--- config.mk ---
export PLATFORM = sky130hd
export DESIGN_NAME = cau_cell
export DESIGN_NICKNAME = d
export VERILOG_FILES = /design/src/hw/rtl/cau_pkg.sv /design/src/hw/rtl/cau_cell.sv
export SDC_FILE = /design/constraint.sdc
export NUM_CORES = 1
export LEC_CHECK = 0
export BUFFER_PORTS_ARGS = -buffer_cell sky130_fd_sc_hd__buf_4
export CORE_MARGIN = 2
export CORE_UTILIZATION = 35
export CTS_BUF_LIST = sky130_fd_sc_hd__clkbuf_16
export DETAILED_ROUTE_END_ITERATION = 12
export PLACE_DENSITY_LB_ADDON = 0.15
export SLEW_MARGIN = 40
export SYNTH_ARGS = -nofsm -noshare
export SYNTH_HDL_FRONTEND = slang
export SYNTH_SLANG_ARGS = --single-unit
--- constraint.sdc ---
create_clock -name clk -period 1.1 [get_ports clk]
set_clock_uncertainty 0.15 [all_clocks]
set_input_delay 0.22 -clock clk [delete_from_list [all_inputs] [get_ports clk]]
set_output_delay 0.22 -clock clk [all_outputs]
set_load 0.02 [all_outputs]
--- src/hw/rtl/cau_pkg.sv ---
// Shared types, constants and helpers for the complex arithmetic unit.
// No dependencies.
`timescale 1ns / 1ps
package cau_pkg;
	localparam int FRAC_BITS_DEF = 8;
	localparam int DW = 16;
	localparam int QW = DW + 1;
	localparam int RW = 50;
	localparam int WW = 36;

	typedef enum logic [3:0] {
		OP_ADD     = 4'd0,
		OP_SUB     = 4'd1,
		OP_MUL     = 4'd2,
		OP_DIV     = 4'd3,
		OP_NEG     = 4'd4,
		OP_CONJ    = 4'd5,
		OP_NEGREAL = 4'd6,
		OP_MAG     = 4'd7,
		OP_SCALE   = 4'd8,
		OP_DIVREAL = 4'd9,
		OP_RE      = 4'd10,
		OP_IM      = 4'd11
	} op_t;

	typedef struct packed {
		logic vld;
		logic [3:0] op;
		logic signed [DW-1:0] fix_re;
		logic signed [DW-1:0] fix_im;
		logic fix_ovf;
		logic dz;
		logic sq;
		logic neg_re;
		logic neg_im;
		logic big_re;
		logic big_im;
		logic [RW-1:0] rem_re;
		logic [RW-1:0] rem_im;
		logic [RW-1:0] dvs;
		logic [QW-1:0] q_re;
		logic [QW-1:0] q_im;
	} cell_t;

	function automatic logic [DW:0] sat16(input logic signed [WW-1:0] v);
		logic [DW:0] r;
		if (v > WW'(32767)) begin
			r = {1'b1, 16'sh7fff};
		end else if (v < -WW'(32768)) begin
			r = {1'b1, 16'sh8000};
		end else begin
			r = {1'b0, v[DW-1:0]};
		end
		return r;
	endfunction
endpackage

--- src/hw/rtl/cau_cell.sv ---
// One quotient / root bit cell of the divider and square-root row.
// Depends on cau_pkg.
`timescale 1ns / 1ps
module cau_cell #(
	parameter int BIT = 0
) (
	input  logic clk,
	input  logic arst_n,
	input  logic en,
	input  cau_pkg::cell_t cell_i,
	output cau_pkg::cell_t cell_o
);
	import cau_pkg::*;

	logic [RW-1:0] sub_re, sub_im;
	cell_t nxt;

	always_comb begin
		sub_re = cell_i.sq ? ((RW'(cell_i.q_re) << (BIT + 1)) | (RW'(1) << (2 * BIT)))
			: (cell_i.dvs << BIT);
		sub_im = cell_i.dvs << BIT;
		nxt = cell_i;
		if (cell_i.rem_re >= sub_re) begin
			nxt.rem_re = cell_i.rem_re - sub_re;
			nxt.q_re[BIT] = 1'b1;
		end
		if (cell_i.rem_im >= sub_im) begin
			nxt.rem_im = cell_i.rem_im - sub_im;
			nxt.q_im[BIT] = 1'b1;
		end
	end

	always_ff @(posedge clk or negedge arst_n) begin
		if (!arst_n) begin
			cell_o <= '0;
		end else if (en) begin
			cell_o <= nxt;
		end
	end
endmodule

Yosys cells after proc, flatten, opt, wreduce, memory -nomap -nowiden
Index checks and enable logic that the tools add are counted.
{"block": "op_classes", "n_lt_le_gt_ge": 2, "addsub": 2, "muxes": 5}
{"op": "50-bit 2-to-1 mux", "n": 3}
{"op": "50-bit >= comparator", "n": 2}
{"op": "50-bit subtractor", "n": 2}
{"op": "1-bit 2-to-1 mux", "n": 2}
{"block": "word_totals", "reg_bits": 228, "out_inout_bits": 228, "word_cells": 25, "in_bits": 231}

Logic depth before layout (Yosys ltp)
Gate-level depths: netlist of the first run.
{"block": "depth", "ltp_word": 3, "depth_mapped": 18, "ltp_nobuf": 15}

Worst setup path after synthesis of the first run
Ideal clock, no wire load.
{"block": "synth_timing", "path_kind": "in2reg", "from": "input port cell_i[188] (netlist bit)", "to": "register cell_o[172] (netlist bit)", "stages": 17, "setup_slack_ps": -2660, "n_path_buf": 4, "setup_time_ps": 124, "t_arrival_ps": 3486, "t_required_ps": 826, "cell_sequence": "clkbuf_1 -> buf_1 -> mux2i_1 -> ha_1 -> buf_2 -> a21o_1 -> a21o_1 -> o21bai_1 -> o211ai_2 -> o211ai_2 -> a31oi_1 -> o2111a_1 -> o41ai_2 -> buf_4 -> nand3_1 -> mux2i_1 -> a211o_1"}
{"block": "synth_between", "elab_chain_len": 3, "elab_cells_between_ends": 4, "classes_between": "add/sub: 1; order compare: 1; mux: 2"}
{"element": "from (decl)", "line": "cau_cell.sv:10", "text": "input cau_pkg::cell_t cell_i,"}
{"element": "50-bit 2-to-1 mux *", "line": "cau_cell.sv:19", "text": "sub_re = cell_i.sq ? ((RW'(cell_i.q_re) << (BIT + 1)) | (RW'(1) << (2 * BIT)))"}
{"element": "50-bit subtractor or 50-bit >= comparator (tied branches)", "line": "cau_cell.sv:24, cau_cell.sv:23"}
{"element": "50-bit 2-to-1 mux *", "line": "cau_cell.sv:23", "text": "if (cell_i.rem_re >= sub_re) begin"}
{"element": "to (signal assigned)", "line": "cau_cell.sv:37", "text": "cell_o <= nxt;"}
{"element": "to (decl)", "line": "cau_cell.sv:11", "text": "output cau_pkg::cell_t cell_o"}
Mark *: on every way between the ends. The rest lies on a longest branch, timed or not.
A chain may end at the register's enable or synchronous reset.

Worst setup path after layout of the first run
{"block": "layout_timing", "from": "input port cell_i[188] (netlist bit)", "to": "register cell_o[147] (netlist bit)"}
Same word-level chain as after synthesis.

==> results.py, run 1 <==
metrics = {
    "status": {
        "status": "finished with violations",
        "violations": "negative hold slack, negative setup slack",
    },
    "floorplan": {
        "die_x_um": 216,
        "pin_count": 459,
        "die-area_um2": 46700,
        "initial_core_util_pct": 35.5,
        "core_area_um2": 44300,
        "num_rows": 77,
        "die_h_um": 216,
    },
    "final_layout": {
        "fin_area_um2": 30300,
        "reg.largest.list": "cell_o (228)",
        "layout-drive-gt1-share_pct": 47.6,
        "final_util_pct": 68.4,
        "syn_to_final_growth_pct": 92.8,
        "num-nets-final": 3311,
        "fillCellCount": 3392,
        "largest-register": "cell_o",
        "largest_register_ffs": 228,
        "finalNonFillerCells": 3588,
    },
    "route": {
        "wl_um": 70000,
        "vias": 17900,
        "wl_met1_um": 28600,
        "drc": 0,
        "ant_nets": 0,
        "wl_met3_um": 4090,
        "top_layer": "met5",
        "wl_met2_um": 35000,
        "wl_per_cell_um": 19.5,
        "viasPerCell": 5.00,
        "dr.first_iter.drc_count": 855,
        "drtPass1Iterations": 5,
    },
    "yosys": {
        "yosys-top-cells-count": "dfrtp_1, a21oi_1, nor2_1",
        "ys_warn_count": 0,
        "synthAdderAreaFrac_pct": 8.45,
        "ys_ff_latch": 228,
        "synth_top_area_share_pct": 36.3,
        "synth_ff_type": "dfrtp_1",
        "yosysSeqAreaShare_pct": 36.3,
        "synth_edf_count": 0,
        "synth_cell_types": 74,
        "synthArstFlopShare_pct": 100,
        "synth_area_per_cell_um2": 9.41,
        "synth_cells": 1672,
        "synth_compound_area_share_pct": 18.2,
        "synth_most_common_cell": "dfrtp_1",
        "synth_top_cell_by_area": "dfrtp_1",
        "synth_fp_nets": 2008,
        "synthTopCellsByArea": "dfrtp_1, mux2_2, ha_1",
        "synth_area_um2": 15700,
        "synth-simple-area-share_pct": 11.8,
        "synth_xor_area_share_pct": 4.95,
        "synthMuxAreaShare_pct": 15.5,
        "synth_top_family_by_area": "compound AO/OA/AOI/OAI gates",
    },
    "power": {
        "cellPowerDensity_nw_per_um2": 1210,
        "power.total_uw": 36700,
        "power_switching_uw": 12600,
        "internal_power_uw": 24100,
        "p_comb_share_pct": 47.6,
        "pwr-share-seq_pct": 28.7,
        "vdd_ir_drop_max_mv": 1.05,
        "p_leak_uw": 0.0149,
        "p_clk_share_pct": 23.7,
        "swShare_pct": 34.4,
    },
    "timing": {
        "whs_ns": -0.0558,
        "fin_tns_setup_ns": -270.07,
        "period_minus_slack_ns": 3.03,
        "rsz0062_at_grt": "yes",
        "setup_ws_ns": -1.93,
        "worst_slew_margin_rel_pct": 69.9,
        "drv_slew": 0,
        "finalSetupViolations": 353,
        "worst_pin_slew_ns": 0.447,
        "hold_viol": 9,
        "fin_crit_sh_pct": 276,
        "fmax_mhz": 330,
    },
    "clock_tree": {
        "tritoncts": "done",
        "cts.clk_slew.worst_paths_ns": 0.06,
        "cts_buffer_depth": 3,
        "root_buffer": "clkbuf_16",
        "cts_hold_buf": 232,
        "cts_htree_levels": 1,
        "clk_latency_ns": 0.56,
        "cts_sinks": 228,
        "cts-buffers-inserted": 27,
    },
    "placement": {
        "place_inst": 3128,
        "dpl_cell_area_um2": 24000,
        "gp_congestion": 0.910,
        "dp_hpwl_um": 49500,
        "io_buffers": 458,
    },
    "grt": {
        "grt_overflow": 0,
        "grt_max_degree": 52,
        "grt_first_pass_wirelength_um": 105000,
        "track_usage_pct": 28.6,
        "grt_pass1_vias": 18800,
        "antenna_found_initial": 5,
    },
    "setup_path": {
        "crit_fanout": 26,
        "cp_top_family": "simple AND/OR/NAND/NOR gates",
        "rr_endpoint": "cell_o[19]",
        "worst-path-buf-inv": 6,
        "reg2reg_depth": 3,
        "end_kind": "register",
        "slowest_stage": "nor4_4",
        "r2r-start": "cell_o[19]",
        "cp.arrival_ns": 3.32,
        "crit_path_max_incr_delay_ns": 0.36,
        "path_class": "input pin to register",
        "r2r_slack_ns": -0.11,
        "start_kind": "input pin",
        "required_ns": 1.39,
        "path_cells": "buf_16, buf_4, buf_4, nand2b_1, ha_1, and4_1, nand3_1, nor2_2, nand2_2, nor4_4, a211oi_2, o31a_1, o41ai_4, buf_6, buf_12, buf_12, mux2i_2, a21oi_1",
    },
    "min_path": {
        "hold_path_class": "input pin to asynchronous set/reset pin",
    },
    "job": {
        "max-cap-violations": 0,
    },
}
## power by group through the flow
stage | Sequential, uW | Combinational (uW) | Clock, uW
floorplan | 11700 | 5640 | 0
global placement | 10400 | 13500 | 0
detailed placement | 10400 | 13600 | 0
CTS | 10500 | 16500 | 8810
global route | 10600 | 18600 | 9190
finish | 10500 | 17500 | 8710
## per-layer routing
layer  vias up  track usage (%)
met4         4             9.02
li1       8580                -
met3       121             5.53
met5         -                0
met1      8693             34.8
met2       536             50.7
## metrics by stage
stage	setup WS, ns	hold slack [ns]
4_1_cts	-1.96	-0.0908
6_report	-1.93	-0.0558
2_1_floorplan	-2.43	-0.226
5_1_grt	-2.10	-0.0546
3_3_place_gp	-2.71	-0.103
3_5_place_dp	-2.71	-0.106
## area by class of cell
| class | instances | area (um^2) | share of cell area, % |
|---|---|---|---|
| repair buffers | 1364 | 12400 | 40.7 |
| multi-input cells | 1269 | 10400 | 34.2 |
| flip-flops and latches | 228 | 5710 | 18.8 |
| well taps | 592 | 741 | 2.44 |
| clock buffers | 27 | 676 | 2.23 |
| inverters | 85 | 332 | 1.09 |
| clock inverters | 20 | 150 | 0.495 |
| diodes | 3 | 7.51 | 0.0248 |
## layout by cell type, fill, tap and decap left out, drive strengths merged, types with 6 or more instances in the layout
master,Yosys,layout
nand2,86,86
o21bai,26,26
xnor2,54,54
o21ai,58,58
a211o,7,7
nand4,31,31
o21a,13,13
mux2i,98,98
a211oi,13,13
dlygate4sd3,0,231
mux2,129,129
xor2,35,35
a31oi,12,12
dfrtp,228,228
ha,103,103
a21oi,204,204
and3,9,9
clkbuf,63,28
clkinv,2,15
nor3,13,13
o211ai,8,8
a21boi,8,8
buf,27,1132
inv,83,85
o31ai,9,9
a21o,63,63
and4,6,6
nor2,150,150
nand2b,42,42
nand3,27,27
nor2b,13,13
## cells by family (layout without fill, tap and decap cells)
| kind of cell | after synthesis | count (layout) |
|---|---|---|
| and+or+nand+nor | 393 | 393 |
| AOI/OAI and AO/OA | 455 | 455 |
| other | 0 | 3 |
| xor gates and xnor gates | 89 | 89 |
| muxes | 227 | 227 |
| DFF | 228 | 228 |
| buffers and inverters | 175 | 1496 |
| adders and majority gates | 105 | 105 |
## what timing repair did
action	4_1_cts	5_1_grt
endpoints found under the setup margin	330	332
gates cloned	8	1
resized for setup	318	88
pin swaps	53	49
hold endpoints to repair	455	9
buffers inserted	116	59
## how the worst max path moves through the flow
| stage | from | end | slack [ns] | cells after the start |
|---|---|---|---|---|
| global route | cell_i[34] | cell_o[146] | -2.10 | 17 |
| global placement | cell_i[188] | cell_o[177] | -2.71 | 17 |
| CTS | cell_i[34] | cell_o[147] | -1.96 | 17 |
| finish | cell_i[188] | cell_o[147] | -1.93 | 18 |
| floorplan | cell_i[188] | cell_o[181] | -2.43 | 17 |
| detailed placement | cell_i[188] | cell_o[182] | -2.71 | 16 |
No activity file was read; power rests on OpenSTA's default activity.
==> run 2, diff against run 1 <==
- SETUP_SLACK_MARGIN: unset -> 0.15
==> run 2 against run 1 <==
Net effect:
- the run still ends with negative hold slack, negative setup slack left
- non-clock buffer count increased by 35
- sequential share of layout area decreased by 0.36 points
- die area unchanged
- sequential power about the same
- critical path depth increased by 4
- cell count increased by 1.1%
- clock-buffer cell count increased by 1
==> results.py, run 2 (same netlist as run 1, synthesis figures left out) <==
metrics = {
    "status": {
        "status": "finished with violations",
        "violations": "negative hold slack, negative setup slack",
    },
    "clock_tree": {
        "tritoncts": "done",
        "cts.clk_slew.worst_paths_ns": 0.06,
        "cts_buffer_depth": 3,
        "cts_htree_levels": 1,
        "clk_latency_ns": 0.57,
        "cts_sinks": 228,
        "cts-buffers-inserted": 28,
        "root_buffer": "clkbuf_16",
    },
    "placement": {
        "io_buffers": 458,
        "gp_congestion": 0.950,
        "dp_hpwl_um": 49600,
        "post-place-ws_ns": -2.85,
    },
    "timing": {
        "whs_ns": -0.138,
        "hold_viol": 33,
        "drv_slew": 0,
        "fin_crit_sh_pct": 278,
        "setup_ws_ns": -1.96,
        "fin_tns_setup_ns": -279.81,
        "worst_pin_slew_ns": 0.564,
        "worst_slew_margin_rel_pct": 62.1,
        "fmax_mhz": 327,
        "finalSetupViolations": 350,
        "period_minus_slack_ns": 3.06,
        "rsz0062_at_grt": "yes",
    },
    "final_layout": {
        "fillCellCount": 3264,
        "reg.largest.list": "cell_o (228)",
        "num-nets-final": 3347,
        "layout-drive-gt1-share_pct": 48.7,
        "final_common_cell": "buf_4",
        "largest-register": "cell_o",
        "largest_register_ffs": 228,
        "mostFrequentLayoutCells": "buf_4, buf_6, dfrtp_1, dlygate4sd3_1, a21oi_1",
        "syn_to_final_growth_pct": 96.6,
        "final_util_pct": 69.8,
    },
    "min_path": {
        "hold_path_class": "input pin to register",
    },
    "route": {
        "ant_nets": 0,
        "wl_per_cell_um": 19.9,
        "drtPass1Iterations": 5,
        "vias": 18100,
        "viasPerCell": 4.99,
        "wl_um": 72300,
        "drc": 0,
        "dr.first_iter.drc_count": 976,
    },
    "setup_path": {
        "cp.arrival_ns": 3.40,
        "start_kind": "input pin",
        "end_kind": "register",
        "required_ns": 1.45,
        "path_class": "input pin to register",
        "crit_fanout": 7,
    },
    "floorplan": {
        "pin_count": 459,
        "core_area_um2": 44300,
        "initial_core_util_pct": 35.5,
        "die_h_um": 216,
        "die_x_um": 216,
        "num_rows": 77,
        "die-area_um2": 46700,
    },
    "grt": {
        "grt_max_degree": 47,
        "grt_overflow": 0,
        "grt_first_pass_wirelength_um": 106000,
        "grt_pass1_vias": 19100,
        "antenna_found_initial": 4,
        "track_usage_pct": 28.8,
    },
    "power": {
        "vdd_ir_drop_max_mv": 1.25,
        "power.total_uw": 37900,
        "cellPowerDensity_nw_per_um2": 1230,
        "p_leak_uw": 0.0153,
    },
    "job": {
        "max-cap-violations": 0,
    },
}
[run 2: metal layers]
layer | vias to the layer above | GRT usage [%] | share of wire [%]
li1 | 8651 | - | -
met1 | 8770 | 35.4 | 42
met2 | 565 | 50.6 | 49
met3 | 118 | 5.79 | 5.7
met4 | 4 | 8.68 | 3.4
met5 | - | 0 | 0.044
[run 2: timing repair]
| item | CTS | global route |
|---|---|---|
| resized for setup | 305 | 189 |
| endpoints found under the hold margin | 455 | 34 |
| setup endpoints to repair | 333 | 410 |
| buffers inserted | 139 | 85 |
| gates cloned | 7 | 3 |
| pin swaps | 51 | 71 |
| hold buffers | 213 | 1 |
[run 2: critical path, cell delays in order]
cell and delay (ns):
buf_16 0.12, buf_12 0.14, buf_6 0.12, mux2i_1 0.13
ha_1 0.35, nand2_2 0.07, buf_4 0.13, buf_4 0.12
buf_4 0.12, buf_4 0.12, buf_4 0.12, buf_4 0.12
buf_4 0.12, buf_4 0.12, buf_4 0.12, buf_4 0.13
nor2_4 0.12, a21boi_0 0.16, o21ai_0 0.27, xor2_1 0.21
mux2i_1 0.12, a21oi_1 0.15
[run 2: metrics by stage]
step | cell area (um^2) | cells
final | 30900 | 3627
after detailed placement | 24000 | 3126
after CTS | 29400 | 3537
after global placement | 24000 | 3126
after global routing | 30900 | 3627
after floorplan | 16500 | 1672
[run 2: cell type report]
class	instances	area [um^2]	area share, %
Multi-Input combinational cell	1269	10300	33.4
Antenna cell	2	5.00	0.0162
Inverter	85	332	1.07
Clock buffer	28	701	2.27
Timing Repair Buffer	1399	12900	41.8
Tap cell	592	741	2.39
Sequential cell	228	5710	18.5
Clock inverter	24	176	0.570
[run 2: path summary, 6_finish.rpt]
check / cells past startpoint / slack [ns] / start / endpoint
min reg2reg: 1 / 0.38 / cell_o[25] / cell_o[25]
max in group asynchronous: 3 / 0.25 / arst_n / cell_o[102]
max reg2reg: 3 / -0.07 / cell_o[225] / cell_o[225]
max: 22 / -1.96 / cell_i[188] / cell_o[151]
min in group asynchronous: 2 / -0.06 / arst_n / cell_o[5]
min: 4 / -0.14 / cell_i[84] / cell_o[84]
[run 2: where the power goes]
group	switching [uW]	internal, uW
Clock	4050	5080
Sequential	1060	9550
Combinational	8010	10200
Total	13100	24800
