<file path="src/hw/rtl/cau_pkg.sv">
// Shared types, constants and helpers for the complex arithmetic unit.
// No dependencies.
`timescale 1ns / 1ps
package cau_pkg;
	localparam int FRAC_BITS_DEF = 8;
	localparam int DW = 16;
	localparam int QW = DW + 1;
	localparam int RW = 50;
	localparam int WW = 36;

	typedef enum logic [3:0] {
		OP_ADD     = 4'd0,
		OP_SUB     = 4'd1,
		OP_MUL     = 4'd2,
		OP_DIV     = 4'd3,
		OP_NEG     = 4'd4,
		OP_CONJ    = 4'd5,
		OP_NEGREAL = 4'd6,
		OP_MAG     = 4'd7,
		OP_SCALE   = 4'd8,
		OP_DIVREAL = 4'd9,
		OP_RE      = 4'd10,
		OP_IM      = 4'd11
	} op_t;

	typedef struct packed {
		logic vld;
		logic [3:0] op;
		logic signed [DW-1:0] fix_re;
		logic signed [DW-1:0] fix_im;
		logic fix_ovf;
		logic dz;
		logic sq;
		logic neg_re;
		logic neg_im;
		logic big_re;
		logic big_im;
		logic [RW-1:0] rem_re;
		logic [RW-1:0] rem_im;
		logic [RW-1:0] dvs;
		logic [QW-1:0] q_re;
		logic [QW-1:0] q_im;
	} cell_t;

	function automatic logic [DW:0] sat16(input logic signed [WW-1:0] v);
		logic [DW:0] r;
		if (v > WW'(32767)) begin
			r = {1'b1, 16'sh7fff};
		end else if (v < -WW'(32768)) begin
			r = {1'b1, 16'sh8000};
		end else begin
			r = {1'b0, v[DW-1:0]};
		end
		return r;
	endfunction
endpackage

</file>
<file path="src/hw/rtl/cau_post.sv">
// Back end: sign, saturation and result select into the output register.
// Depends on cau_pkg.
`timescale 1ns / 1ps
module cau_post (
	input  logic clk,
	input  logic arst_n,
	input  logic en,
	input  cau_pkg::cell_t cell_i,
	output logic out_valid,
	output logic signed [15:0] r_re,
	output logic signed [15:0] r_im,
	output logic overflow,
	output logic div_zero
);
	import cau_pkg::*;

	logic signed [QW:0] sq_re, sq_im;
	logic [DW:0] s_re, s_im;
	logic signed [DW-1:0] n_re, n_im;
	logic n_ovf, n_dz;

	always_comb begin
		sq_re = cell_i.neg_re ? -$signed({1'b0, cell_i.q_re}) : $signed({1'b0, cell_i.q_re});
		sq_im = cell_i.neg_im ? -$signed({1'b0, cell_i.q_im}) : $signed({1'b0, cell_i.q_im});
		s_re = sat16(WW'(sq_re));
		s_im = sat16(WW'(sq_im));
		if (cell_i.big_re) s_re = cell_i.neg_re ? {1'b1, 16'sh8000} : {1'b1, 16'sh7fff};
		if (cell_i.big_im) s_im = cell_i.neg_im ? {1'b1, 16'sh8000} : {1'b1, 16'sh7fff};
		n_re = cell_i.fix_re;
		n_im = cell_i.fix_im;
		n_ovf = cell_i.fix_ovf;
		n_dz = 1'b0;
		case (op_t'(cell_i.op)) inside
			OP_DIV, OP_DIVREAL: begin
				if (cell_i.dz) begin
					n_re = '0;
					n_im = '0;
					n_ovf = 1'b0;
					n_dz = 1'b1;
				end else begin
					n_re = s_re[DW-1:0];
					n_im = s_im[DW-1:0];
					n_ovf = s_re[DW] | s_im[DW];
				end
			end
			OP_MAG: begin
				s_re = sat16(WW'(cell_i.q_re));
				n_re = s_re[DW-1:0];
				n_im = '0;
				n_ovf = s_re[DW];
			end
			default: ;
		endcase
	end

	always_ff @(posedge clk or negedge arst_n) begin
		if (!arst_n) begin
			out_valid <= 1'b0;
		end else if (en) begin
			out_valid <= cell_i.vld;
		end
	end

	always_ff @(posedge clk) begin
		if (en) begin
			r_re <= n_re;
			r_im <= n_im;
			overflow <= n_ovf;
			div_zero <= n_dz;
		end
	end
endmodule

</file>
<file path="config.mk">
export PLATFORM = sky130hd
export DESIGN_NAME = cau_post
export DESIGN_NICKNAME = d
export VERILOG_FILES = /design/src/hw/rtl/cau_pkg.sv /design/src/hw/rtl/cau_post.sv
export SDC_FILE = /design/constraint.sdc
export NUM_CORES = 1
export LEC_CHECK = 0
export BUFFER_PORTS_ARGS = -buffer_cell sky130_fd_sc_hd__buf_2
export CELL_PAD_IN_SITES_DETAIL_PLACEMENT = 0
export CELL_PAD_IN_SITES_GLOBAL_PLACEMENT = 1
export CORE_MARGIN = 4
export CORE_UTILIZATION = 22
export DETAILED_ROUTE_END_ITERATION = 10
export PLACE_DENSITY_LB_ADDON = 0.1
export SLEW_MARGIN = 20
export SYNTH_ARGS = -nofsm -noshare
export SYNTH_HDL_FRONTEND = slang
export SYNTH_SLANG_ARGS = --single-unit
</file>
<file path="constraint.sdc">
create_clock -name clk -period 0.8 [get_ports clk]
set_input_delay 0.12 -clock clk [delete_from_list [all_inputs] [get_ports clk]]
set_output_delay 0.12 -clock clk [all_outputs]
set_load 0.01 [all_outputs]
</file>
* Word level (Yosys, flattened, before mapping)
Cells that the tools add are included.
** Word-level totals
- Register bits :: 35
- Input port bits :: 231
- Output and inout port bits :: 35
- Word-level logic and storage cells :: 38
** Cells by class
- Add/sub/neg operators :: 2
- Order comparisons :: 5
- Eq/ne operators :: 3
- Mux-type cells :: 21
- Bitwise logic cells :: 1
- Reduce and logical (&&, ||, !) cells :: 1
** Operators by type and width (number)
- 16-bit 2-to-1 mux :: 8
- 17-bit 2-to-1 mux :: 7
- 18-bit by 16-bit greater-than comparator with 1-bit output, second input constant :: 2
- 18-bit by 16-bit less-than comparator with 1-bit output, second input constant :: 2
- 18-bit 2-to-1 mux :: 2
- 17-bit negator with 18-bit output :: 2
- 17-bit by 15-bit greater-than comparator with 1-bit output, second input constant :: 1
- 4-bit by 2-bit equality test with 1-bit output, second input constant :: 1
- 4-bit by 3-bit equality test with 1-bit output, second input constant :: 1
- 4-bit equality test, second input constant :: 1
- 1-bit 2-to-1 mux :: 4
- 2-bit OR reduction :: 1
- 1-bit OR :: 1

* Depth between registers and ports, before layout
Gate-level depths: netlist of the first run.
- Depth in word-level cells :: 9
- Depth in mapped cells :: 8
- Gate-level depth less buffers :: 7

* Least setup slack after synthesis of the first run
OpenSTA, ideal clock, no wires.
- Path kind :: input port to flip-flop
- Start :: in cell_i[24] in the netlist's numbering
- End :: reg r_re[0], data pin
- Setup time :: 0.255 ns
- Arrival :: 2.069 ns
- Setup slack :: -1.524 ns
- Stages on the path :: 6
- Cells stage by stage :: or4_1 > buf_2 > or4_1 > a31oi_2 > o211ai_1 > a21bo_2
** Between the ends
- Word-level cells in the longest chain between the ends :: 8
- Elaborated cells on any way between the ends :: 12
- Classes of those cells :: 1 x add/sub; 3 x order compare; 8 x mux
** Ends and longest elaborated chain
- start: declaration :: line cau_post.sv:8 : input cau_pkg::cell_t cell_i,
- 17-bit negator with 18-bit output :: line cau_post.sv:23 : sq_re = cell_i.neg_re ? -$signed({1'b0, cell_i.q_re}) : $signed({1'b0, cell_i.q_re});
- 18-bit 2-to-1 mux :: line cau_post.sv:23
- 18-bit by 16-bit less-than comparator with 1-bit output :: line cau_pkg.sv:49 : end else if (v < -WW'(32768)) begin
- 17-bit 2-to-1 mux :: line cau_pkg.sv:49
- 17-bit 2-to-1 mux :: line cau_pkg.sv:47 : if (v > WW'(32767)) begin
- 17-bit 2-to-1 mux :: line cau_post.sv:27 : if (cell_i.big_re) s_re = cell_i.neg_re ? {1'b1, 16'sh8000} : {1'b1, 16'sh7fff};
- 16-bit 2-to-1 mux :: line cau_post.sv:35 : if (cell_i.dz) begin
- 16-bit 2-to-1 mux * :: line cau_post.sv:33 : case (op_t'(cell_i.op)) inside
- via n_re[0] :: line cau_post.sv:19 : logic signed [DW-1:0] n_re, n_im;
- end signal: assignment :: line cau_post.sv:66 : r_re <= n_re;
- end: declaration :: line cau_post.sv:10 : output logic signed [15:0] r_re,
Mark *: on every way through the listed nets, which the timed path passes. The rest lies on a longest branch.
A chain may end at the register's enable or synchronous reset.

* Final worst setup path of the first run
- Start :: in cell_i[21] in the netlist's numbering
- End :: reg r_re[5], data pin
Same word-level chain as after synthesis.

==> impl_metrics.env, run 1 <==
export IMPL_total_leakage_power_nw=2.00
export IMPL_timing_critical_path_to_type="flip-flop"
export IMPL_via_per_inst=4.83
export IMPL_critical_path_startpoint_type="input port"
export IMPL_die_area_um2=14000
export IMPL_setup_viol_count_final=68
export IMPL_maxSlewHeadroom_pct=64.7
export IMPL_unique_masters_post_synth=53
export IMPL_root_buffer="clkbuf_16"
export IMPL_hpwlAfterDp_um=8770
export IMPL_switchingPower_mw=1.67
export IMPL_cts_made_buffers=5
export IMPL_cts_reportedPaths_clkPinSlew_ps=60
export IMPL_netSwitchingFraction_pct=28.2
export IMPL_design_final_nets=727
export IMPL_final_critical_path_setup_slack_ps=-1160
export IMPL_final_instance_count_without_filler_cells=641
export IMPL_timing_critical_path_slowest_cell_delay_ps=560
export IMPL_syn_area_per_cell_um2=9.33
export IMPL_grt_overflow_total=0
export IMPL_grt_first_pass_wirelength_um=17400
export IMPL_cts_htree_levels=2
export IMPL_timing_final_crit_share_pct=245
export IMPL_crit_type="in2reg"
export IMPL_worstPathCellList="buf_6 -> or4_4 -> or3_4 -> or4_4 -> buf_6 -> a22o_1 -> nand3_1"
export IMPL_critPathTopFamily="simple AND/OR/NAND/NOR gates"
export IMPL_power_density_nw_per_um2=1290
export IMPL_setup_total_negative_slack_ps=-34940
export IMPL_worst_path_buf_inv=2
export IMPL_num_vias=3096
export IMPL_synthTopCellsByCount="34 x edfxtp_1, 32 x nand2_1, 19 x nor2_1, 19 x o211ai_1"
export IMPL_cts_buffer_depth=2
export IMPL_postSynthNetCount=522
export IMPL_boundaryPins=266
export IMPL_postSynthCellCount=288
export IMPL_gpl_final_weighted_congestion=0.808
export IMPL_most_common_cell_in_the_synthesized_netlist="edfxtp_1"
export IMPL_cts_tree="done"
export IMPL_tightest_slew_ps=523
export IMPL_synth_seq_area_share_pct=38.9
export IMPL_finalWirelength_um=10900
export IMPL_synth_top_cells_by_area="edfxtp_1 38%, o211ai_1 5.3%, nand2_1 4.5%"
export IMPL_insertedDiodeCount=0
export IMPL_die_h_um=119
export IMPL_grt_start_max_net_pins=17
export IMPL_count_of_flip_flops_with_a_built_in_enable_after_synthesis=34
export IMPL_comb_power_share_pct=29.5
export IMPL_core_area_um2=12000
export IMPL_worst_endpoint_required_ps=950
export IMPL_drt_initial_drc_count=167
export IMPL_synth_largest_area_cell="edfxtp_1"
export IMPL_post_place_cells=626
export IMPL_critPathMaxFanout=5
export IMPL_clockPowerShare_pct=32.0
export IMPL_detail_route_drc_violations=0
export IMPL_finalCriticalPeriod_ps=1960
export IMPL_data_arrival_at_the_endpoint_of_the_critical_path_ps=2110
export IMPL_initial_utilization_pct=22.5
export IMPL_syn_cell_area_um2=2690
export IMPL_timing_hold_violations_final=0
export IMPL_drive_gt1_share_pct=54.0
export IMPL_ys_warnings_count=0
export IMPL_routedWlPerCell_um=17.0
export IMPL_internal_power_mw=4.27
export IMPL_post_synth_arst_share_pct=2.86
export IMPL_drv_max_cap_violation_count=0
export IMPL_crit_slowest_cell="or4_4"
export IMPL_seqPwrFrac_pct=38.5
export IMPL_violated_checks="setup timing"
export IMPL_vdd_ir_drop_max_v=0.000554
export IMPL_cts_sinks=35
export IMPL_first_global_vias=3246
export IMPL_grt_antenna_before_repair=0
export IMPL_fp_dieW_um=119
export IMPL_report_final_slew_viol_count=0
export IMPL_clock_latency_ps=280
export IMPL_global_route_usage_total_pct=15.5
export IMPL_clock_fmax_mhz=510
export IMPL_ys_seq_elements=35
export IMPL_area_share_of_the_largest_cell_type_after_synthesis_pct=38.0
export IMPL_synthFlopType="edfxtp_1"
export IMPL_clock_skew_ps=0
export IMPL_hp_class="in2reg"
export IMPL_io_buffers=114
export IMPL_first_pass_iters=4
export IMPL_std_cell_rows=40
export IMPL_area_delta_synth_final_pct=72.1
export IMPL_antenna_left=0
export IMPL_outcome="finished with violations"
export IMPL_rsz0062_at_grt="yes"
[stage by stage]
| step | utilization [%] | total power [mW] | setup slack (ps) | instance area, um^2 | hold slack, ps |
|---|---|---|---|---|---|
| 2_1_floorplan | - | 2.98 | -1430 | 2780 | -176 |
| 3_3_place_gp | 35.3 | 3.98 | -1510 | 4220 | -105 |
| 3_5_place_dp | 35.3 | 3.98 | -1590 | 4220 | -104 |
| 4_1_cts | 38.4 | 6.03 | -1180 | 4590 | 69.7 |
| 5_1_grt | 38.7 | 6.29 | -1200 | 4620 | 90.0 |
| 6_report | 38.7 | 5.94 | -1160 | 4620 | 75.3 |
[logic make-up (layout without fill, tap and decap cells)]
| kind of cell | after synthesis | count (layout) | share of synthesized area [%] |
|---|---|---|---|
| mux | 4 | 4 | 1.54 |
| compound gates | 86 | 86 | 24.8 |
| flops | 35 | 35 | 38.9 |
| simple gates | 119 | 119 | 24.1 |
| buf+inv | 24 | 230 | 3.68 |
| xor+xnor | 17 | 17 | 5.54 |
| fa+ha+maj | 3 | 3 | 1.40 |
[final cells by class]
class	instances	area, um^2
sequential	35	1050
multi-input combinational	229	1720
tap	147	184
clock buffer	5	125
clock inverter	3	15.0
fill	1234	7340
timing repair buffer	214	1500
inverter	8	35.0
[sequential cells by signal, indices dropped and copies added, names as in the netlist]
name       flops
overflow       1
r_re          16
r_im          16
out_valid      1
div_zero       1
[power by group through the flow]
stage	Combinational, mW	Clock (mW)	Sequential (mW)
2_1_floorplan	0.556	0	2.42
3_3_place_gp	1.65	0	2.33
3_5_place_dp	1.66	0	2.33
4_1_cts	1.75	1.98	2.30
5_1_grt	1.93	2.06	2.31
6_report	1.75	1.90	2.29
[routing by layer]
layer,GRT usage (%),vias up,part of all wire (%)
li1,-,1555,-
met1,19.4,1436,45
met5,0,-,0
met3,2.97,14,4.8
met2,26.8,91,48
met4,5.14,0,1.9
[timing repair]
action	CTS	global route
setup buffers	5	2
endpoints found under the setup margin	69	69
pin swaps	44	17
resized for setup	40	11
hold endpoints to repair	1	0
cloned	1	0
hold buffers	1	0
[cells in the final DEF (no fill, tap or decap), types with 7 or more instances in the layout]
master	count
buf_2	106
buf_4	83
edfxtp_1	34
nand2_1	32
o211ai_1	19
nor2_1	17
buf_6	17
xor2_1	13
o221ai_1	12
or2_2	11
a22o_1	9
nand3_1	9
o21ai_0	8
o31ai_1	7
[final timing paths]
check	startpoint	to	slack, ps	cells after the start
setup / recovery	cell_i[21]	r_re[5]	-1160	7
max in group asynchronous	arst_n	out_valid	580	2
setup reg to reg	out_valid	out_valid	50	1
hold reg to reg	out_valid	out_valid	520	1
hold / removal	cell_i[227]	out_valid	80	2
min in group asynchronous	arst_n	out_valid	140	2
Power figures use the tool's default switching activity.
==> run 2, diff against run 1 <==
==> constraint.sdc (replaced) <==
create_clock -name clk -period 0.8 [get_ports clk]
set_input_delay 0.16 -clock clk [delete_from_list [all_inputs] [get_ports clk]]
set_output_delay 0.16 -clock clk [all_outputs]
set_load 0.01 [all_outputs]
==> impl_metrics.env, run 2 (same netlist as run 1, synthesis figures left out) <==
export IMPL_outcome="finished with violations"
export IMPL_violated_checks="setup timing"
export IMPL_global_route_usage_total_pct=16.4
export IMPL_gpl_final_weighted_congestion=0.805
export IMPL_clock_fmax_mhz=498
export IMPL_fin_total_pwr_mw=6.02
export IMPL_min_delay_path_depth=2
export IMPL_antenna_left=0
export IMPL_core_area_um2=12000
export IMPL_clock_skew_ps=0
export IMPL_critPathMaxFanout=6
export IMPL_crit_path_frequent_cell="or4_4"
export IMPL_critPathTopFamily="simple AND/OR/NAND/NOR gates"
export IMPL_detail_route_drc_violations=0
export IMPL_timing_hold_violations_final=0
export IMPL_total_leakage_power_nw=2.11
export IMPL_insertedDiodeCount=0
export IMPL_reg2reg_slack_ps=50
export IMPL_boundaryPins=266
export IMPL_grt_first_pass_wirelength_um=18200
export IMPL_std_cell_rows=40
export IMPL_grt_start_max_net_pins=16
export IMPL_grt_util_met1_pct=19.6
export IMPL_setup_viol_count_final=68
export IMPL_globalRouteMet3Util_pct=3.68
export IMPL_initial_utilization_pct=22.5
export IMPL_cts_made_buffers=5
export IMPL_die_area_um2=14000
export IMPL_cts_htree_levels=2
export IMPL_clock_latency_ps=280
export IMPL_crit_cells=7
export IMPL_timing_final_crit_share_pct=251
export IMPL_first_pass_iters=4
export IMPL_worst_endpoint_required_ps=830
export IMPL_post_place_cells=635
export IMPL_finalWirelength_um=11400
export IMPL_critical_path_endpoint="r_re[12]"
export IMPL_drive_gt1_share_pct=56.3
export IMPL_layout_common_cells="106 x buf_2, 93 x buf_4, 34 x edfxtp_1"
export IMPL_grt_antenna_before_repair=0
export IMPL_timing_critical_path_to_type="flip-flop"
export IMPL_cts_tree="done"
export IMPL_worstPathCellList="buf_6 -> or4_4 -> or4_4 -> a31oi_4 -> buf_12 -> a22o_1 -> nand3_1"
export IMPL_data_arrival_at_the_endpoint_of_the_critical_path_ps=2040
export IMPL_maxSlewHeadroom_pct=66.9
export IMPL_cts_reportedPaths_clkPinSlew_ps=60
export IMPL_r2r_end="out_valid"
export IMPL_io_buffers=114
export IMPL_crit_type="in2reg"
export IMPL_cts_buffer_depth=2
export IMPL_design_final_nets=740
export IMPL_layout_commonest_cell="buf_2"
export IMPL_hp_class="in2reg"
export IMPL_worst_setup_path_startpoint="cell_i[21]"
export IMPL_largest_registers="r_im (16), r_re (16)"
export IMPL_setup_total_negative_slack_ps=-37970
export IMPL_die_h_um=119
export IMPL_finalCriticalPeriod_ps=2010
export IMPL_report_final_slew_viol_count=0
export IMPL_timing_critical_path_slowest_cell_delay_ps=570
export IMPL_drv_max_cap_violation_count=0
export IMPL_critical_path_startpoint_type="input port"
export IMPL_busiest_layer="met2"
export IMPL_crit_slowest_cell="or4_4"
export IMPL_fp_dieW_um=119
export IMPL_grtUsageMet2_pct=29.7
export IMPL_vdd_ir_drop_max_v=0.000694
export IMPL_area_delta_synth_final_pct=79.5
export IMPL_num_vias=3146
export IMPL_rr_startpoint="out_valid"
export IMPL_tightest_slew_ps=489
export IMPL_reg2regPathDepth=1
export IMPL_grt_overflow_total=0
export IMPL_via_per_inst=4.82
export IMPL_root_buffer="clkbuf_16"
export IMPL_final_critical_path_setup_slack_ps=-1210
export IMPL_drt_initial_drc_count=107
export IMPL_cts_sinks=35
export IMPL_power_density_nw_per_um2=1250
export IMPL_first_global_vias=3374
export IMPL_worst_path_buf_inv=2
export IMPL_hpwlAfterDp_um=8920
export IMPL_final_instance_count_without_filler_cells=653
export IMPL_rsz0062_at_grt="yes"
export IMPL_routedWlPerCell_um=17.4
## run 2: cell count changes in the layout (fill, tap and decap cells not counted), sizes merged
cell	previous run	this run
or4	9	10
clkinvlp	1	0
buf	212	224
## run 2: power breakdown
group / internal (mW) / total [mW] / switching, mW
combinational: 0.963 / 1.85 / 0.889
sequential: 2.24 / 2.29 / 0.0547
clock: 1.12 / 1.87 / 0.753
## run 2: timing repair
action	in CTS	in global routing
hold buffers	1	0
buffers inserted	7	2
hold endpoints to repair	1	0
gates resized for setup	47	17
pin swaps	46	16
cloned	2	0
endpoints found under the setup margin	69	69
## run 2: final cells by class
cell class                      count  area (um^2)
Timing Repair Buffer              226         1610
Sequential cell                    35         1050
Tap cell                          147          184
Fill cell                        1234         7140
Inverter                            8         35.0
Clock buffer                        5          125
Clock inverter                      2         8.76
Multi-Input combinational cell    230         1820
## run 2: metrics by stage
step | area (um^2) | hold WS, ps | setup slack (ps) | util (%)
2_1_floorplan | 2790 | -136 | -1470 | -
3_3_place_gp | 4300 | -64.9 | -1550 | 36.0
3_5_place_dp | 4300 | -63.5 | -1610 | 36.0
4_1_cts | 4720 | 103 | -1220 | 39.5
5_1_grt | 4820 | 117 | -1250 | 40.3
6_report | 4820 | 105 | -1210 | 40.3
## run 2: worst min-delay path by stage
stage,start,to,slack (ps)
after floorplan,arst_n,out_valid,-140
after global placement,arst_n,out_valid,-60
after detailed placement,arst_n,out_valid,-60
after CTS,cell_i[227],out_valid,100
after global routing,cell_i[227],out_valid,120
final,cell_i[227],out_valid,110
## run 2: layer usage
layer | wire length (um) | up-vias
met4 | 128 | 0
met1 | 4870 | 1472
met3 | 585 | 8
met5 | 0 | -
met2 | 5810 | 85
li1 | - | 1581
==> run 3, diff against run 2 <==
- CELL_PAD_IN_SITES_DETAIL_PLACEMENT: 0 -> 2
- CELL_PAD_IN_SITES_GLOBAL_PLACEMENT: 1 -> 2
- CORE_UTILIZATION: 22 -> 16
==> impl_metrics.env, run 3 (same netlist as run 1, synthesis figures left out) <==
export IMPL_outcome="finished with violations"
export IMPL_violated_checks="setup timing"
export IMPL_final_fill_count=1893
export IMPL_timing_final_crit_share_pct=252
export IMPL_crit_type="in2reg"
export IMPL_first_pass_iters=4
export IMPL_io_buffers=114
export IMPL_first_global_vias=3628
export IMPL_total_leakage_power_nw=2.10
export IMPL_post_place_cells=704
export IMPL_die_h_um=138
export IMPL_root_buffer="clkbuf_16"
export IMPL_power_density_nw_per_um2=1330
export IMPL_hp_class="in2reg"
export IMPL_final_critical_path_setup_slack_ps=-1220
export IMPL_boundaryPins=266
export IMPL_cts_buffer_depth=2
export IMPL_gpl_final_weighted_congestion=0.821
export IMPL_critPathTopFamily="simple AND/OR/NAND/NOR gates"
export IMPL_critical_path_startpoint_type="input port"
export IMPL_timing_hold_violations_final=0
export IMPL_crit_path_frequent_cell="or4_4"
export IMPL_drive_gt1_share_pct=56.2
export IMPL_cts_sinks=35
export IMPL_global_route_usage_total_pct=14.6
export IMPL_rsz0062_at_grt="yes"
export IMPL_rr_startpoint="out_valid"
export IMPL_hold_slack_ps=98.9
export IMPL_cts_reportedPaths_clkPinSlew_ps=60
export IMPL_drt_initial_drc_count=99
export IMPL_finalCriticalPeriod_ps=2020
export IMPL_timing_critical_path_to_type="flip-flop"
export IMPL_design_final_nets=737
export IMPL_report_final_slew_viol_count=0
export IMPL_fp_dieW_um=138
export IMPL_grt_antenna_before_repair=0
export IMPL_vdd_ir_drop_max_v=0.000641
export IMPL_final_instance_count_without_filler_cells=724
export IMPL_data_arrival_at_the_endpoint_of_the_critical_path_ps=2140
export IMPL_comb_power_share_pct=29.5
export IMPL_clock_latency_ps=290
export IMPL_critPathMaxFanout=5
export IMPL_grt_start_max_net_pins=17
export IMPL_seqPwrFrac_pct=35.2
export IMPL_worstHoldStart="cell_i[227]"
export IMPL_worstPathCellList="buf_6 -> or4_4 -> or3_4 -> or4_4 -> and2_4 -> o211ai_1"
export IMPL_drv_max_cap_violation_count=0
export IMPL_setup_total_negative_slack_ps=-39570
export IMPL_std_cell_rows=47
export IMPL_clock_skew_ps=0
export IMPL_routedWlPerCell_um=19.1
export IMPL_maxSlewHeadroom_pct=61.2
export IMPL_cts_made_buffers=5
export IMPL_initial_utilization_pct=16.3
export IMPL_finalWirelength_um=13800
export IMPL_netSwitchingFraction_pct=28.5
export IMPL_layout_common_cells="104 x buf_2, 90 x buf_4, 34 x edfxtp_1"
export IMPL_die_area_um2=18900
export IMPL_layout_commonest_cell="buf_2"
export IMPL_antenna_left=0
export IMPL_tightest_slew_ps=579
export IMPL_hpwlAfterDp_um=11000
export IMPL_via_per_inst=4.52
export IMPL_timing_critical_path_slowest_cell_delay_ps=550
export IMPL_switchingPower_mw=1.86
export IMPL_clockPowerShare_pct=35.3
export IMPL_clock_fmax_mhz=496
export IMPL_worst_path_buf_inv=1
export IMPL_crit_slowest_cell="or4_4"
export IMPL_cts_tree="done"
export IMPL_postLayoutCellArea_um2=4920
export IMPL_area_delta_synth_final_pct=83.0
export IMPL_core_area_um2=16500
export IMPL_worst_endpoint_required_ps=930
export IMPL_placement_cell_area_um2=4370
export IMPL_insertedDiodeCount=0
export IMPL_worst_setup_path_startpoint="cell_i[27]"
export IMPL_setup_viol_count_final=68
export IMPL_num_vias=3270
export IMPL_cts_htree_levels=2
export IMPL_grt_overflow_total=0
export IMPL_largest_registers="r_im (16), r_re (16)"
export IMPL_grt_first_pass_wirelength_um=20800
export IMPL_detail_route_drc_violations=0
export IMPL_internal_power_mw=4.67
==> run 3: changes by cell type in the layout (fill, tap and decap cells not counted), sizes merged <==
cell and change:
buf -3, bufinv +1
==> run 3: layout make-up <==
class / instances / area (um^2) / share of cell area, %
clock buffers: 5 / 125 / 2.55
clock inverters: 3 / 38.8 / 0.789
inverters: 8 / 35.0 / 0.713
multi-input cells: 230 / 1790 / 36.4
flip-flops and latches: 35 / 1050 / 21.3
well taps: 220 / 275 / 5.60
repair buffers: 223 / 1610 / 32.7
==> run 3: power by group through the flow <==
stage	registers [mW]	logic [mW]	clock network [mW]
2_1_floorplan	2.42	0.559	0
3_3_place_gp	2.34	1.74	0
3_5_place_dp	2.34	1.77	0
4_1_cts	2.31	1.90	2.41
5_1_grt	2.32	2.11	2.46
6_report	2.30	1.93	2.30
==> run 3: path summary, 6_finish.rpt <==
| check | slack [ps] | to | depth (start not counted) |
|---|---|---|---|
| hold reg to reg | 540 | out_valid | 1 |
| hold / removal | 100 | out_valid | 2 |
| setup / recovery | -1220 | r_re[2] | 6 |
| max in group asynchronous | 530 | out_valid | 2 |
| min in group asynchronous | 180 | out_valid | 2 |
| setup reg to reg | 40 | out_valid | 1 |
==> run 3: metrics by stage <==
stage          utilization (%)  total power [mW]  setup WS, ps
6_report                  29.7              6.53         -1220
5_1_grt                   29.7              6.88         -1260
4_1_cts                   29.2              6.62         -1250
3_5_place_dp              26.4              4.11         -1640
3_3_place_gp              26.4              4.07         -1570
2_1_floorplan                -              2.98         -1470
==> run 3: what timing repair did <==
item	CTS	global route
gates cloned	3	0
hold endpoints to repair	1	0
gates resized for setup	45	18
pin swaps	40	9
buffers inserted	4	5
endpoints found under the setup margin	69	69
hold buffers	1	0
==> run 3: routing by layer <==
layer	GRT usage (%)	wire length [um]
met1	18.3	6190
met5	0	0
met4	3.71	222
met3	3.25	763
met2	25.2	6670
